$ cat src/sv/pal_pkg.sv
// ----------------------------------------------------------------------------
// pal_pkg
// Shared types and constants for the positional array list.
// ----------------------------------------------------------------------------
package pal_pkg;

  localparam int DefCapacity = 16;
  localparam int MaxResults  = 16;

  typedef enum logic [2:0] {
    REQ_INSERT = 3'd0,
    REQ_REMOVE = 3'd1,
    REQ_READ   = 3'd2,
    REQ_SEARCH = 3'd3,
    REQ_DUMP   = 3'd4
  } req_kind_t;

  typedef enum logic [2:0] {
    ST_OK       = 3'd0,
    ST_FULL     = 3'd1,
    ST_EMPTY    = 3'd2,
    ST_BADPOS   = 3'd3,
    ST_NOTFOUND = 3'd4
  } status_t;

  // One result item as it leaves the block.
  typedef struct packed {
    status_t            status;
    logic signed [31:0] read_value;
    logic [3:0]         found_index;
    logic [4:0]         entry_count;
    logic               last;
  } pal_item_t;

  function automatic pal_item_t mk_item(status_t st, logic [31:0] val,
                                        logic [3:0] idx, logic lst);
    pal_item_t it;
    it.status      = st;
    it.read_value  = val;
    it.found_index = idx;
    it.entry_count = '0;
    it.last        = lst;
    return it;
  endfunction

endpackage

$ cat src/sv/pal_if.sv
// ----------------------------------------------------------------------------
// pal_req_if / pal_rsp_if
// Valid/ready channels for requests and result items.
// ----------------------------------------------------------------------------
interface pal_req_if;
  logic               valid;
  logic               ready;
  logic [2:0]         req_type;
  logic signed [31:0] data_value;
  logic [4:0]         slot_index;

  modport source (output valid, req_type, data_value, slot_index, input ready);
  modport sink   (input valid, req_type, data_value, slot_index, output ready);
endinterface

interface pal_rsp_if;
  logic               valid;
  logic               ready;
  logic [2:0]         status;
  logic signed [31:0] read_value;
  logic [3:0]         found_index;
  logic [4:0]         entry_count;
  logic               last;

  modport source (output valid, status, read_value, found_index, entry_count, last,
                  input ready);
  modport sink   (input valid, status, read_value, found_index, entry_count, last,
                  output ready);
endinterface

$ cat src/sv/pal_store.sv
// ----------------------------------------------------------------------------
// pal_store
// Entry memory: one write port, one read port with registered data.
// ----------------------------------------------------------------------------
module pal_store #(
  parameter int CAPACITY = 16,
  parameter int AW       = 4
) (
  input  logic          clk,
  input  logic          wr_en,
  input  logic [AW-1:0] wr_addr,
  input  logic [31:0]   wr_data,
  input  logic          rd_en,
  input  logic [AW-1:0] rd_addr,
  output logic [31:0]   rd_data
);

  logic [31:0] mem [CAPACITY];

  always_ff @(posedge clk) begin
    if (wr_en) begin
      mem[wr_addr] <= wr_data;
    end
    if (rd_en) begin
      rd_data <= mem[rd_addr];
    end
  end

endmodule

$ cat src/sv/pal_ctrl.sv
// ----------------------------------------------------------------------------
// pal_ctrl
// Request sequencer: walks the store one entry per step for shifts,
// searches and dumps, and hands result items to the output register.
// ----------------------------------------------------------------------------
module pal_ctrl #(
  parameter int CAPACITY = 16,
  parameter int AW       = 4,
  parameter int CW       = 5
) (
  input  logic               clk,
  input  logic               rst,
  input  logic               req_valid,
  output logic               req_ready,
  input  logic [2:0]         req_type,
  input  logic [31:0]        data_value,
  input  logic [4:0]         slot_index,
  output logic               emit_valid,
  input  logic               emit_ready,
  output pal_pkg::pal_item_t emit_item
);
  import pal_pkg::*;

  localparam int CMPW = ((CW > 5) ? CW : 5) + 1;
  localparam logic [CMPW-1:0] CapC = CMPW'(CAPACITY);
  localparam logic [CMPW-1:0] MaxC = CMPW'(MaxResults);

  typedef enum logic [3:0] {
    S_IDLE, S_SH_RD, S_SH_WR, S_WR_NEW, S_RM_RD, S_RM_WR,
    S_RD_RD, S_RD_LAT, S_SR_RD, S_SR_CMP, S_DP_RD, S_DP_LAT, S_RESP
  } state_t;

  state_t          state;
  logic [31:0]     value;
  logic [CMPW-1:0] pos;
  logic [CW-1:0]   idx;
  logic [CW-1:0]   fill;
  logic [CMPW-1:0] dump_n;
  pal_item_t       res;

  logic            wr_en, rd_en;
  logic [AW-1:0]   wr_addr, rd_addr;
  logic [31:0]     wr_data, rd_data;
  logic [CMPW-1:0] fill_c, idx_c, pos_in;

  assign fill_c = CMPW'(fill);
  assign idx_c  = CMPW'(idx);
  assign pos_in = CMPW'(slot_index);

  assign req_ready  = (state == S_IDLE);
  assign emit_valid = (state == S_RESP);

  always_comb begin
    emit_item             = res;
    emit_item.entry_count = 5'(fill);
  end

  // Memory port steering
  always_comb begin
    wr_en   = 1'b0;
    wr_addr = idx[AW-1:0];
    wr_data = rd_data;
    rd_en   = 1'b0;
    rd_addr = idx[AW-1:0];
    unique case (state)
      S_SH_RD: begin
        rd_en   = 1'b1;
        rd_addr = AW'(idx - 1'b1);
      end
      S_SH_WR, S_RM_WR: wr_en = 1'b1;
      S_WR_NEW: begin
        wr_en   = 1'b1;
        wr_addr = AW'(pos);
        wr_data = value;
      end
      S_RM_RD: begin
        rd_en   = 1'b1;
        rd_addr = AW'(idx + 1'b1);
      end
      S_RD_RD: begin
        rd_en   = 1'b1;
        rd_addr = AW'(pos);
      end
      S_SR_RD, S_DP_RD: rd_en = 1'b1;
      default: ;
    endcase
  end

  pal_store #(.CAPACITY(CAPACITY), .AW(AW)) u_store (
    .clk     (clk),
    .wr_en   (wr_en),
    .wr_addr (wr_addr),
    .wr_data (wr_data),
    .rd_en   (rd_en),
    .rd_addr (rd_addr),
    .rd_data (rd_data)
  );

  always_ff @(posedge clk) begin
    if (rst) begin
      state <= S_IDLE;
      fill  <= '0;
    end else begin
      unique case (state)
        S_IDLE: begin
          if (req_valid) begin
            value <= data_value;
            pos   <= pos_in;
            state <= S_RESP;
            res   <= mk_item(ST_BADPOS, '0, '0, 1'b1);
            case (req_type)
              REQ_INSERT: begin
                if (fill_c >= CapC) begin
                  res <= mk_item(ST_FULL, '0, '0, 1'b1);
                end else if (pos_in <= fill_c) begin
                  idx   <= fill;
                  state <= (pos_in == fill_c) ? S_WR_NEW : S_SH_RD;
                end
              end
              REQ_REMOVE: begin
                if (fill == '0) begin
                  res <= mk_item(ST_EMPTY, '0, '0, 1'b1);
                end else if (pos_in < fill_c) begin
                  idx <= CW'(pos_in);
                  if (pos_in + 1'b1 < fill_c) begin
                    state <= S_RM_RD;
                  end else begin
                    fill <= fill - 1'b1;
                    res  <= mk_item(ST_OK, '0, '0, 1'b1);
                  end
                end
              end
              REQ_READ: begin
                if (fill == '0) begin
                  res <= mk_item(ST_EMPTY, '0, '0, 1'b1);
                end else if (pos_in < fill_c) begin
                  state <= S_RD_RD;
                end
              end
              REQ_SEARCH: begin
                if (fill == '0) begin
                  res <= mk_item(ST_EMPTY, '0, '0, 1'b1);
                end else begin
                  idx   <= '0;
                  state <= S_SR_RD;
                end
              end
              REQ_DUMP: begin
                if (fill == '0) begin
                  res <= mk_item(ST_EMPTY, '0, '0, 1'b1);
                end else begin
                  idx    <= '0;
                  dump_n <= (fill_c > MaxC) ? MaxC : fill_c;
                  state  <= S_DP_RD;
                end
              end
              default: ;
            endcase
          end
        end
        S_SH_RD: state <= S_SH_WR;
        S_SH_WR: begin
          idx   <= idx - 1'b1;
          state <= (idx_c - 1'b1 == pos) ? S_WR_NEW : S_SH_RD;
        end
        S_WR_NEW: begin
          fill  <= fill + 1'b1;
          res   <= mk_item(ST_OK, '0, '0, 1'b1);
          state <= S_RESP;
        end
        S_RM_RD: state <= S_RM_WR;
        S_RM_WR: begin
          idx <= idx + 1'b1;
          if (idx_c + CMPW'(2) < fill_c) begin
            state <= S_RM_RD;
          end else begin
            fill  <= fill - 1'b1;
            res   <= mk_item(ST_OK, '0, '0, 1'b1);
            state <= S_RESP;
          end
        end
        S_RD_RD: state <= S_RD_LAT;
        S_RD_LAT: begin
          res   <= mk_item(ST_OK, rd_data, '0, 1'b1);
          state <= S_RESP;
        end
        S_SR_RD: state <= S_SR_CMP;
        S_SR_CMP: begin
          if (rd_data == value) begin
            res   <= mk_item(ST_OK, '0, 4'(idx), 1'b1);
            state <= S_RESP;
          end else if (idx_c + 1'b1 == fill_c) begin
            res   <= mk_item(ST_NOTFOUND, '0, '0, 1'b1);
            state <= S_RESP;
          end else begin
            idx   <= idx + 1'b1;
            state <= S_SR_RD;
          end
        end
        S_DP_RD: state <= S_DP_LAT;
        S_DP_LAT: begin
          res   <= mk_item(ST_OK, rd_data, 4'(idx), (idx_c + 1'b1 == dump_n));
          state <= S_RESP;
        end
        S_RESP: begin
          if (emit_ready) begin
            if (res.last) begin
              state <= S_IDLE;
            end else begin
              idx   <= idx + 1'b1;
              state <= S_DP_RD;
            end
          end
        end
        default: state <= S_IDLE;
      endcase
    end
  end

endmodule

$ cat src/sv/positional_array_list.sv
// ----------------------------------------------------------------------------
// positional_array_list
// Ordered list of signed 32-bit words with insert, remove, read, search, dump.
// ----------------------------------------------------------------------------
// Usage:
//   req : request items (req_type, data_value, slot_index), valid/ready.
//   rsp : result items (status, read_value, found_index, entry_count, last).
//   Every request yields one result item; a dump yields one per entry (at
//   most 16), with last set on the final one.
// Sequencing (from acceptance to result loaded in the output register):
//   an error goes straight to its result; a read or a dump entry reads the
//   memory and then takes the registered data; an insert or remove moves
//   each entry past pos with a read and a write; a search probes in turn.
//   Each step is one access of the entry memory, whose read data is
//   registered; the sequencer waits for it.
// One request is worked at a time: req.ready is high only while the
// sequencer is idle. A finished result sits in the output register, so the
// next request is taken even while rsp is stalled; a stalled receiver only
// holds up a request once that request has a result of its own to hand over.
// Reset (rst, synchronous) empties the list and drops any pending result.
// Memory contents are not cleared; entries are only read below the count.
// ----------------------------------------------------------------------------
module positional_array_list #(
  parameter int CAPACITY = pal_pkg::DefCapacity
) (
  input  logic       clk,
  input  logic       rst,
  pal_req_if.sink    req,
  pal_rsp_if.source  rsp
);
  import pal_pkg::*;

  localparam int AW = (CAPACITY > 1) ? $clog2(CAPACITY) : 1;
  localparam int CW = $clog2(CAPACITY + 1);

  logic      emit_valid;
  logic      emit_ready;
  pal_item_t emit_item;

  // Output register
  logic      out_valid;
  pal_item_t out_item;

  pal_ctrl #(.CAPACITY(CAPACITY), .AW(AW), .CW(CW)) u_ctrl (
    .clk        (clk),
    .rst        (rst),
    .req_valid  (req.valid),
    .req_ready  (req.ready),
    .req_type   (req.req_type),
    .data_value (req.data_value),
    .slot_index (req.slot_index),
    .emit_valid (emit_valid),
    .emit_ready (emit_ready),
    .emit_item  (emit_item)
  );

  // Slot is free when empty or being drained this cycle.
  assign emit_ready = !out_valid || rsp.ready;

  always_ff @(posedge clk) begin
    if (rst) begin
      out_valid <= 1'b0;
    end else if (emit_valid && emit_ready) begin
      out_valid <= 1'b1;
    end else if (rsp.ready) begin
      out_valid <= 1'b0;
    end
  end

  always_ff @(posedge clk) begin
    if (emit_valid && emit_ready) begin
      out_item <= emit_item;
    end
  end

  assign rsp.valid       = out_valid;
  assign rsp.status      = out_item.status;
  assign rsp.read_value  = out_item.read_value;
  assign rsp.found_index = out_item.found_index;
  assign rsp.entry_count = out_item.entry_count;
  assign rsp.last        = out_item.last;

endmodule
$ cat src/flat_wrapper.sv
// flat-port wrapper written by rule: the top's interface ports become plain ports
module positional_array_list_flat import pal_pkg::*;
#(
  parameter int CAPACITY = pal_pkg::DefCapacity
)
  (clk, rst, req_valid, req_req_type, req_data_value, req_slot_index, req_ready, rsp_valid, rsp_status, rsp_read_value, rsp_found_index, rsp_entry_count, rsp_last, rsp_ready);
  pal_req_if req_i ();
  pal_rsp_if rsp_i ();
  input  logic clk;
  input  logic rst;
  input wire logic [$bits(req_i.valid)-1:0] req_valid;
  input wire logic [$bits(req_i.req_type)-1:0] req_req_type;
  input wire logic [$bits(req_i.data_value)-1:0] req_data_value;
  input wire logic [$bits(req_i.slot_index)-1:0] req_slot_index;
  output wire logic [$bits(req_i.ready)-1:0] req_ready;
  output wire logic [$bits(rsp_i.valid)-1:0] rsp_valid;
  output wire logic [$bits(rsp_i.status)-1:0] rsp_status;
  output wire logic [$bits(rsp_i.read_value)-1:0] rsp_read_value;
  output wire logic [$bits(rsp_i.found_index)-1:0] rsp_found_index;
  output wire logic [$bits(rsp_i.entry_count)-1:0] rsp_entry_count;
  output wire logic [$bits(rsp_i.last)-1:0] rsp_last;
  input wire logic [$bits(rsp_i.ready)-1:0] rsp_ready;
  assign req_i.valid = req_valid;
  assign req_i.req_type = req_req_type;
  assign req_i.data_value = req_data_value;
  assign req_i.slot_index = req_slot_index;
  assign req_ready = req_i.ready;
  assign rsp_valid = rsp_i.valid;
  assign rsp_status = rsp_i.status;
  assign rsp_read_value = rsp_i.read_value;
  assign rsp_found_index = rsp_i.found_index;
  assign rsp_entry_count = rsp_i.entry_count;
  assign rsp_last = rsp_i.last;
  assign rsp_i.ready = rsp_ready;
  positional_array_list #(.CAPACITY(CAPACITY)) u_core (.clk(clk), .rst(rst), .req(req_i), .rsp(rsp_i));
endmodule
$ cat config.mk
export PLATFORM = sky130hd
export DESIGN_NAME = positional_array_list_flat
export DESIGN_NICKNAME = d
export VERILOG_FILES = /design/src/sv/pal_pkg.sv /design/src/sv/pal_if.sv /design/src/sv/pal_store.sv /design/src/sv/pal_ctrl.sv /design/src/sv/positional_array_list.sv /design/src/flat_wrapper.sv
export SDC_FILE = /design/constraint.sdc
export NUM_CORES = 1
export LEC_CHECK = 0
export ABC_AREA = 0
export ABC_CLOCK_PERIOD_IN_PS = 4700
export BUFFER_PORTS_ARGS = -buffer_cell sky130_fd_sc_hd__clkbuf_2
export CAP_MARGIN = 20
export CORE_UTILIZATION = 55
export CTS_BUF_LIST = sky130_fd_sc_hd__clkbuf_4
export DETAILED_ROUTE_END_ITERATION = 6
export HOLD_SLACK_MARGIN = 0.12
export PLACE_DENSITY = 0.79
export SYNTH_ARGS = -nofsm -noshare
export SYNTH_HDL_FRONTEND = slang
export SYNTH_SLANG_ARGS = --single-unit
$ cat constraint.sdc
create_clock -name clk -period 4.7 [get_ports clk]
set_clock_uncertainty 0.2 [all_clocks]
set_input_delay 0.705 -clock clk [delete_from_list [all_inputs] [get_ports clk]]
set_output_delay 0.705 -clock clk [all_outputs]
set_load 0.02 [all_outputs]
After elaboration in Yosys (flattened, before gate mapping)
Memory sizes are Yosys's and may differ from the RTL's. A register that Yosys moved wholly into a read port is not among the register bits.
Cells that the tools add are included.
- register bits: 143
- RAM bits: 512
- bits of input ports: 44
- output and inout port bits: 47
- memories kept: 1
- memories (name ; depth ; bits a word ; rd ports ; clocked after Yosys merged registers in ; wr ports ; line ; RTL):
    u_core.u_ctrl.u_store.mem ; 16 ; 32 ; 1 ; 1 ; 1 ; pal_store.sv:18 ; logic [31:0] mem [CAPACITY];
- $add $sub $neg: 8
- $lt $le $gt $ge: 6
- eq/ne operators: 38
- muxes and demuxes: 58
- bitwise logic cells: 2
- reduce and logical (&&, ||, !) cells: 21
- operators by type and width (kind ; count):
    45-bit case mux with 6 select lines ; 1
    45-bit 2-to-1 mux ; 4
    44-bit 2-to-1 mux ; 4
    44-bit case mux with 3 select lines ; 1
    5-bit 2-to-1 mux ; 16
    4-bit 2-to-1 mux ; 12
    4-bit case mux with 11 select lines ; 1
    43-bit 2-to-1 mux ; 1
    32-bit == test ; 1
    32-bit 2-to-1 mux ; 1
    5-bit case mux with 3 select lines ; 2
    5-bit case mux with 5 select lines ; 1
    4-bit == test, second input constant ; 5
    4-bit case mux with 5 select lines ; 1
    3-bit != test, second input constant ; 6
    4-bit by 3-bit == test with 1-bit output, second input constant ; 4
    2-bit != test, second input constant ; 8
    13-bit AND reduction ; 1
    5-bit by 1-bit adder with 6-bit output, second input constant ; 2
    6-bit by 5-bit == test with 1-bit output ; 2
    6-bit by 5-bit less-than comparator with 1-bit output ; 2
    3-bit 2-to-1 mux ; 4
    4-bit case mux with 3 select lines ; 1
    5-bit by 1-bit adder with 5-bit output, second input constant ; 2
    other kinds (36) ; 50

Depth between registers and ports, before layout
Gate-level depths: netlist of run 1.
- word-level depth: 8
- depth in mapped cells: 13

Cells and area by module
Synthesis of run 1 repeated with hierarchy kept, for this count alone.
- cells, all modules: 1421
- area, all modules: 27445.1 µm²
- by module, submodules not included (module ; times used ; cells each ; area an instance (µm²) ; seq. area each (µm²)):
    pal_store ; 1 ; 838 ; 20155.6 ; 16335.7
    pal_ctrl ; 1 ; 533 ; 5883.1 ; 2792.7
    positional_array_list ; 1 ; 50 ; 1406.3 ; 1371.3

Worst setup path after synthesis of run 1
Ideal clock, no wire load.
- path type: register to register
- from: register u_core.u_ctrl.idx[2]
- to: register u_core.u_ctrl.res, in the netlist u_core.u_ctrl.emit_item[0] (enable)
- setup time: 0.462 ns
- data arrival time: 4.083 ns
- required time: 4.038 ns
- setup slack: -0.045 ns
- cell stages (with the launch flop): 10
- path buffers: 1
- period minus slack after synthesis: 4.745 ns
- cell sequence: edfxtp_1 -> clkbuf_1 -> inv_1 -> ha_1 -> ha_1 -> o21ai_0 -> a21oi_1 -> nor3_1 -> or3_1 -> a31oi_1
- word-level cells in the longest chain between the ends: 4
- elaborated cells between the ends (all ways): 7
- classes of those cells: add/sub: 2; order compare: 1; eq/ne: 3; reduce/logical: 1
- ends and longest elaborated chain (item ; line ; RTL):
    start: declaration ; pal_ctrl.sv:36 ; logic [CW-1:0] idx;
    start signal: assignment ; pal_ctrl.sv:116 ; idx <= fill;
    start signal: assignment ; pal_ctrl.sv:124 ; idx <= CW'(pos_in);
    start signal: assignment ; pal_ctrl.sv:163 ; idx <= idx - 1'b1;
    5-bit by 2-bit adder with 6-bit output / 5-bit by 1-bit adder with 6-bit output (equally long branches) ; pal_ctrl.sv:174, pal_ctrl.sv:192 ;
    6-bit by 5-bit less-than comparator with 1-bit output / 6-bit by 5-bit == test with 1-bit output (equally long branches) ; pal_ctrl.sv:174, pal_ctrl.sv:192 ;
    2-bit != test (no source line) / 3-bit != test (equally long branches) ; - ;
    5-bit AND reduction (no source line) * ; - ;
    end signal: assignment ; pal_ctrl.sv:178 ; res <= mk_item(ST_OK, '0, '0, 1'b1);
    end signal: assignment ; pal_ctrl.sv:184 ; res <= mk_item(ST_OK, rd_data, '0, 1'b1);
    end signal: assignment ; pal_ctrl.sv:190 ; res <= mk_item(ST_OK, '0, 4'(idx), 1'b1);
    end: declaration ; pal_ctrl.sv:39 ; pal_item_t res;
Every way passes the cells marked *; elsewhere a longest branch is shown, timed or not.
A chain may end at the register's enable or synchronous reset.

Worst setup path after layout of run 1
- from: register u_core.u_ctrl.state[0]
- to: memory u_core.u_ctrl.u_store.mem[9][30] (enable)
- word-level cells in the longest chain between the ends: 5
- elaborated cells between the ends (all ways): 8
- classes of those cells: eq/ne: 3; mux: 4; reduce/logical: 1
- ends and longest elaborated chain (item ; line ; RTL):
    start: declaration ; pal_ctrl.sv:33 ; state_t state;
    start signal: assignment ; pal_ctrl.sv:117 ; state <= (pos_in == fill_c) ? S_WR_NEW : S_SH_RD;
    start signal: assignment ; pal_ctrl.sv:164 ; state <= (idx_c - 1'b1 == pos) ? S_WR_NEW : S_SH_RD;
    4-bit by 2-bit == test with 1-bit output / 4-bit by 3-bit == test with 1-bit output (equally long branches) ; pal_ctrl.sv:65 ; unique case (state)
    3-bit OR reduction (no source line) ; - ;
    1-bit 2-to-1 mux ; pal_ctrl.sv:65 ;
    1-bit 2-to-1 mux ; pal_store.sv:21 ; if (wr_en) begin
    1-bit 2-to-1 mux (implied by the code) ; pal_store.sv:22 ; mem[wr_addr] <= wr_data;
    end: declaration ; pal_store.sv:18 ;
Parallel ways exist; a longest one is shown, timed or not.

==> results.md, run 1 <==
* Status: complete, no violations
* Final cycle utilization of the critical path at 85.6%
* Final Wtd Congestion at 0.918
* Worst path cell trace: nand2_1 -> nor3_2 -> buf_4 -> buf_4 -> a31oi_1 -> nor2b_4 -> buf_12
* Final ANT Viol Nets at 0
* Root Buffer: clkbuf_4
* CTS tree: done
* Final Hold Vio Count at 0
* Die W at 225 µm
* Fillcell total at 3375
* Vias in the first global route at 15700
* Gr ovfl total at 0
* Yosys cell types at 64
* Via count at 15500
* Die height at 225 µm
* Drt first pass iters at 5
* Clock Path Buffers at 3
* CP Capture Type: flop
* Tmin final at 4.02 ns
* Syn_nets at 1557
* Layout cells sized above 1 at 29.1%
* Worst-Skew Late Latency at 1.00 ns
* RSZ-0062 raised after global routing: false
* Clock Pin Slew Worst Setup and Hold Paths at 0.06 ns
* Cts bufs inserted at 167
* Core area at 49100 µm²
* Crit-path slowest cell: dfxtp_1
* Commonest non-fill, non-tap cells in the layout: 676 x edfxtp_1, 231 x clkbuf_4, 158 x nand2_1
* Syn Inst Count at 1488
* Final Max Tran Viols at 0
* Critical Path Source: u_core.u_ctrl.state[0]$_SDFFE_PP0P_
* I/O pin total at 91
* F_max at 249 MHz
* Yosys top cell area share at 74.0%
* Final setup viols at 0
* Critical Path AT at 4.47 ns
* Post-synth top area cell: edfxtp_1
* Post-CTS setup buffer count at 0
* PD cells at 676 nW/µm²
* Most common cell after layout, fill and taps aside: edfxtp_1
* Most frequent CP cell: buf_4
* Worst-margin pin slew at 1.01 ns
* Post-Syn Area at 27400 µm²
* Max-cap violations at 0
* Detailed placement HPWL at 36500 µm
* Lkg Pwr at 0.0107 µW
* Rel. slew slack at 32.3%
* # rows at 81
* WS Path Type: flop to flop
* Crit path required time at 5.15 ns
* Nets at 1838
* Worst vdd ir at 0.573 mV
* Area Overhead vs Synth at 15.4%
* Slowest stage delay, CP at 0.80 ns
* Worst Setup Start Kind: flop
* Die area at 50800 µm²
* Seq/Total Area, Yosys at 74.7%
* Final Power at 21400 µW
* DRT iter0 DRCs at 1918
* Initial Util at 55.9%
* Clk sink count at 686
* Worst-path fanout max at 24
* Gr usage total at 25.8%
* Largest net degree at the start of global routing at 46
* Main synth FF type: edfxtp_1
* Most area-consuming cells after synthesis: edfxtp_1 74%, mux4_2 11%, nand2_1 2.2%
* Syn_area_per_cell at 18.4 µm²
* Synth async-reset ratio at 0%
* First-pass GRT wire length at 93700 µm
* HP Start: u_core.u_ctrl.emit_item[9]$_DFFE_PP_
* Number of flops mapped to enable cells by yosys at 676
* RR Startpoint: u_core.u_ctrl.state[0]$_SDFFE_PP0P_
* Setup_tns at 0 ns
* DRC violations left at 0
* Initial antenna violation count at 2
* Vias/cell at 6.05
* Total wire length at 62600 µm
* Port Buf Inserts at 90
* DR WL/cell at 24.4 µm
* Seq cells post-synth at 686
* Hold crit path type: flop to flop
* H-Tree Depth at 4
* Yosys warns at 0
## what timing repair did
item	CTS	global route
endpoints found under the hold margin	66	0
hold buffers	47	0
resized for setup	0	0
endpoints found under the setup margin	0	0
## cell usage after synthesis, drive strengths merged, types with 2 or more instances
library cell	count
clkbuf	31
nor4	9
o31ai	4
buf	41
dfxtp	10
o32a	2
a31oi	7
nand3	12
o221ai	4
a32oi	2
o21ai	19
edfxtp	676
and4	2
ha	24
o21a	2
o211ai	4
nor2b	11
a22oi	70
a311oi	6
o221a	2
or4	2
a211oi	3
mux2i	2
nor2	46
o31a	2
a221oi	2
nand2b	4
a21boi	2
inv	20
and3	4
mux4	128
or3	4
a21oi	29
and2	38
o22ai	3
nand2	158
a21o	4
nor3	13
xnor2	16
xor2	46
nand4	7
## metrics by stage
stage,cell area [µm²],cells,worst slack [ns],util (%),hold slack [ns]
2_1_floorplan,27400,1488,0.775,-,0.200
5_1_grt,31700,2563,0.468,64.6,0.161
4_1_cts,31700,2558,0.729,64.5,0.120
3_3_place_gp,29100,2216,0.829,59.3,0.201
3_5_place_dp,29100,2217,0.772,59.4,0.205
6_report,31700,2563,0.679,64.6,0.199
## sequential cells by signal (all words and copies together), names as in the netlist, 4 cells and up
| signal | count |
|---|---|
| u_core.u_ctrl.state | 4 |
| u_core.u_ctrl.pos | 5 |
| u_core.u_ctrl.u_store.mem | 512 |
| u_core.u_ctrl.emit_item | 40 |
| u_core.u_ctrl.fill | 5 |
| u_core.rsp.entry_count | 5 |
| u_core.u_ctrl.value | 32 |
| u_core.u_ctrl.dump_n | 5 |
| u_core.u_ctrl.idx | 5 |
| u_core.rsp.read_value | 32 |
| u_core.rsp.found_index | 4 |
| u_core.u_ctrl.u_store.rd_data | 32 |
## path summary, 6_finish.rpt
path	slack, ns	to	cells after the start
worst min register to register	0.20	u_core.rsp.found_index[3]$_DFFE_PP_	0
worst max-delay path	0.68	u_core.u_ctrl.u_store.mem[9][30]$_DFFE_PP_	7
worst min-delay path	0.20	u_core.rsp.found_index[3]$_DFFE_PP_	0
worst max register to register	0.68	u_core.u_ctrl.u_store.mem[9][30]$_DFFE_PP_	7
## cells by family after synthesis
| group | after synthesis | share of synthesized area (%) |
|---|---|---|
| DFF | 686 | 74.7 |
| AOI/OAI and AO/OA | 178 | 4.60 |
| adders and majority gates | 25 | 1.17 |
| buffers and inverters | 93 | 1.68 |
| and+or+nand+nor | 313 | 5.23 |
| xor gates and xnor gates | 62 | 1.98 |
| muxes | 131 | 10.6 |
## routing by layer
layer  wire (µm)  vias up  GRT usage (%)
li1            -     6648              -
met1       24500     7763           35.4
met2       29800      949           39.2
met3        6460      139           6.94
met4        1910        0           11.6
met5           0        -              0
## report_power, final
part / internal, µW / leakage [µW] / switching, µW
Combinational: 3270 / 0.00331 / 4640
Sequential: 8300 / 0.00622 / 480
Clock: 2400 / 0.00121 / 2330
## critical path: cells and delay by family (launching register included)
family	cells	cell delay [ns]
simple gates	3	1.18
buf+inv	3	1.04
flops	1	0.80
compound gates	1	0.41
## final cells by class
| class | count | area (µm²) | area share [%] |
|---|---|---|---|
| well taps | 664 | 831 | 2.62 |
| inverters | 21 | 78.8 | 0.249 |
| clock buffers | 231 | 1730 | 5.48 |
| clock inverters | 63 | 339 | 1.07 |
| diodes | 5 | 12.5 | 0.0395 |
| repair buffers | 184 | 1480 | 4.68 |
| multi-input cells | 709 | 6690 | 21.1 |
| flip-flops and latches | 686 | 20500 | 64.7 |
Note: power is estimated with default switching activity, not from simulation.
==> inputs of run 2 (changes only) <==
--- a/config.mk
+++ b/config.mk
@@ -10,7 +10,7 @@
 export BUFFER_PORTS_ARGS = -buffer_cell sky130_fd_sc_hd__clkbuf_2
 export CAP_MARGIN = 20
 export CORE_UTILIZATION = 55
-export CTS_BUF_LIST = sky130_fd_sc_hd__clkbuf_4
+export CTS_BUF_LIST = sky130_fd_sc_hd__clkbuf_16
 export DETAILED_ROUTE_END_ITERATION = 6
 export HOLD_SLACK_MARGIN = 0.12
 export PLACE_DENSITY = 0.79
==> run 2 against run 1 <==
Sequential cell count stayed put. Maximum frequency is 0.54% higher. Clock power up 7.6%. The flow now finishes with violations (DRC). Design area decreased by 0.46%. Largest power group unchanged. Via count down 3.7%. Die area stayed put.
==> results.md, run 2 (synthesized netlist as in run 1, its figures left out) <==
* Gr usage total at 25.8% (-0.057 points)
* WS Path Type: flop to flop
* Via count at 14900 (-3.7%)
* Vias in the first global route at 14900 (-4.9%)
* Initial Util at 55.9% (unchanged)
* Max-cap violations at 0 (unchanged)
* Final cycle utilization of the critical path at 85.1% (-0.46 points)
* Worst-Skew Late Latency at 0.61 ns (-0.39 ns)
* # resized after CTS at 0 (unchanged)
* Drt first pass iters at 7 (+2)
* Area occupied by multi-input gates at 6690 µm² (unchanged)
* DRT iter0 DRCs at 1825 (-4.8%)
* DRC violations left at 1 (+1)
* RSZ-0062 raised after global routing: false
* Detailed placement HPWL at 36500 µm (unchanged)
* H-Tree Depth at 3 (-1)
* Failing checks: DRC
* Slowest stage delay, CP at 0.80 ns (about the same)
* Root Buffer: clkbuf_16
* Post-CTS setup buffer count at 0 (unchanged)
* Worst-margin pin slew at 1.03 ns (+0.0197 ns)
* Commonest non-fill, non-tap cells in the layout: 676 x edfxtp_1, 158 x nand2_1, 128 x mux4_2
* Final Max Tran Viols at 0 (unchanged)
* Gr ovfl total at 0 (unchanged)
* PD cells at 693 nW/µm² (+2.4%)
* Lkg Pwr at 0.0105 µW (-1.9%)
* Core area at 49100 µm² (unchanged)
* Hold crit path type: input pin to flop
* Total wire length at 63500 µm (+1.3%)
* Placed cell count at 2217 (unchanged)
* Nets at 1724 (-6.2%)
* CP top delay family: simple AND/OR/NAND/NOR gates
* Rel. slew slack at 31.0% (-1.3 points)
* F_max at 250 MHz (+0.54%)
* Crit path required time at 4.79 ns (-0.36 ns)
* Diodes inserted at 0 (-5)
* Worst Setup Start Kind: flop
* Final setup viols at 0 (unchanged)
* Max reg flops at 512 (unchanged)
* Setup_tns at 0 ns (unchanged)
* Die height at 225 µm (unchanged)
* Clock Path Buffers at 3 (unchanged)
* Layout cells sized above 1 at 23.1% (-6.0 points)
* # rows at 81 (unchanged)
* Finished Layout Cells at 2368 (-7.6%)
* I/O pin total at 91 (unchanged)
* Largest reg by FF count: u_core.u_ctrl.u_store.mem
* Final Hold Vio Count at 0 (unchanged)
* Worst-path fanout max at 24 (unchanged)
* Most frequent CP cell: buf_4
* FF/Latch Area at 20500 µm² (unchanged)
* CP Capture Type: flop
* Port Buf Inserts at 90 (unchanged)
* Vias/cell at 6.30 (+4.2%)
* Die area at 50800 µm² (unchanged)
* Hold Buf Count CTS at 32 (-32%)
* Cts bufs inserted at 68 (-59%)
* Worst vdd ir at 0.601 mV (+4.9%)
* WP buf/inv at 3 (unchanged)
* Fillcell total at 3276 (-2.9%)
* Final ANT Viol Nets at 0 (unchanged)
* CTS tree: done
* Status: complete, but fails checks
* Area Overhead vs Synth at 14.9%
* DR WL/cell at 26.8 µm (+9.7%)
* Worst path cell trace: nand2_1 -> nor3_2 -> buf_4 -> buf_4 -> a31oi_1 -> nor2b_4 -> buf_12
* Largest net degree at the start of global routing at 46 (unchanged)
* Critical Path AT at 4.09 ns (-0.38 ns)
* Clock Pin Slew Worst Setup and Hold Paths at 0.06 ns (about the same)
* Initial antenna violation count at 0 (-2)
* Crit-path slowest cell: dfxtp_1
* Most common cell after layout, fill and taps aside: edfxtp_1
* Clk sink count at 686 (unchanged)
* First-pass GRT wire length at 93700 µm (about the same)
* Final Wtd Congestion at 0.918 (unchanged)
* Die W at 225 µm (unchanged)
* Tmin final at 4.00 ns (-0.0218 ns)
## run 2: changes by cell type in the layout (fill, tap and decap cells not counted), sizes merged
cell | before | now
clkbuf | 321 | 160
clkinv | 52 | 28
dlygate4sd3 | 47 | 32
inv | 25 | 35
diode | 5 | 0
bufinv | 2 | 3
clkinvlp | 5 | 4
## run 2: final cells by class
cell class / instances / area share [%]
well taps: 664 / 2.64
clock inverters: 49 / 1.08
clock buffers: 70 / 5.56
multi-input cells: 709 / 21.2
inverters: 21 / 0.250
repair buffers: 169 / 4.22
flip-flops and latches: 686 / 65.0
## run 2: metrics by stage
stage / util (%) / setup WS (ns) / hold slack, ns / instance area, µm² / total power (µW)
after floorplan: - / 0.775 / 0.200 / 27400 / 14500
after global placement: 59.3 / 0.829 / 0.201 / 29100 / 16600
after detailed placement: 59.4 / 0.772 / 0.205 / 29100 / 16800
after CTS: 64.3 / 0.739 / 0.165 / 31500 / 21900
after global routing: 64.3 / 0.506 / 0.178 / 31500 / 22800
final: 64.3 / 0.701 / 0.199 / 31500 / 21800
## run 2: path summary, 6_finish.rpt
| kind | from | endpoint | depth (start not counted) | slack (ns) |
|---|---|---|---|---|
| hold / removal | req_slot_index[4] | u_core.u_ctrl.pos[4]$_DFFE_PP_ | 1 | 0.20 |
| setup reg to reg | u_core.u_ctrl.state[0]$_SDFFE_PP0P_ | u_core.u_ctrl.u_store.mem[9][21]$_DFFE_PP_ | 7 | 0.70 |
| setup / recovery | u_core.u_ctrl.state[0]$_SDFFE_PP0P_ | u_core.u_ctrl.u_store.mem[9][21]$_DFFE_PP_ | 7 | 0.70 |
| hold reg to reg | u_core.u_ctrl.emit_item[18]$_DFFE_PP_ | u_core.rsp.read_value[8]$_DFFE_PP_ | 0 | 0.21 |
## run 2: power breakdown
part           internal (µW)  leakage, µW  switching, µW
sequential              8300      0.00622            490
combinational           3270      0.00325           4700
clock                   2870      0.00107           2210
## run 2: per-layer routing
layer | GRT usage (%) | wire, µm | vias up
met5 | 0 | 0 | -
met4 | 8.76 | 1960 | 0
met1 | 35.7 | 24600 | 7554
met2 | 41.1 | 30500 | 932
met3 | 5.45 | 6410 | 142
li1 | - | - | 6291
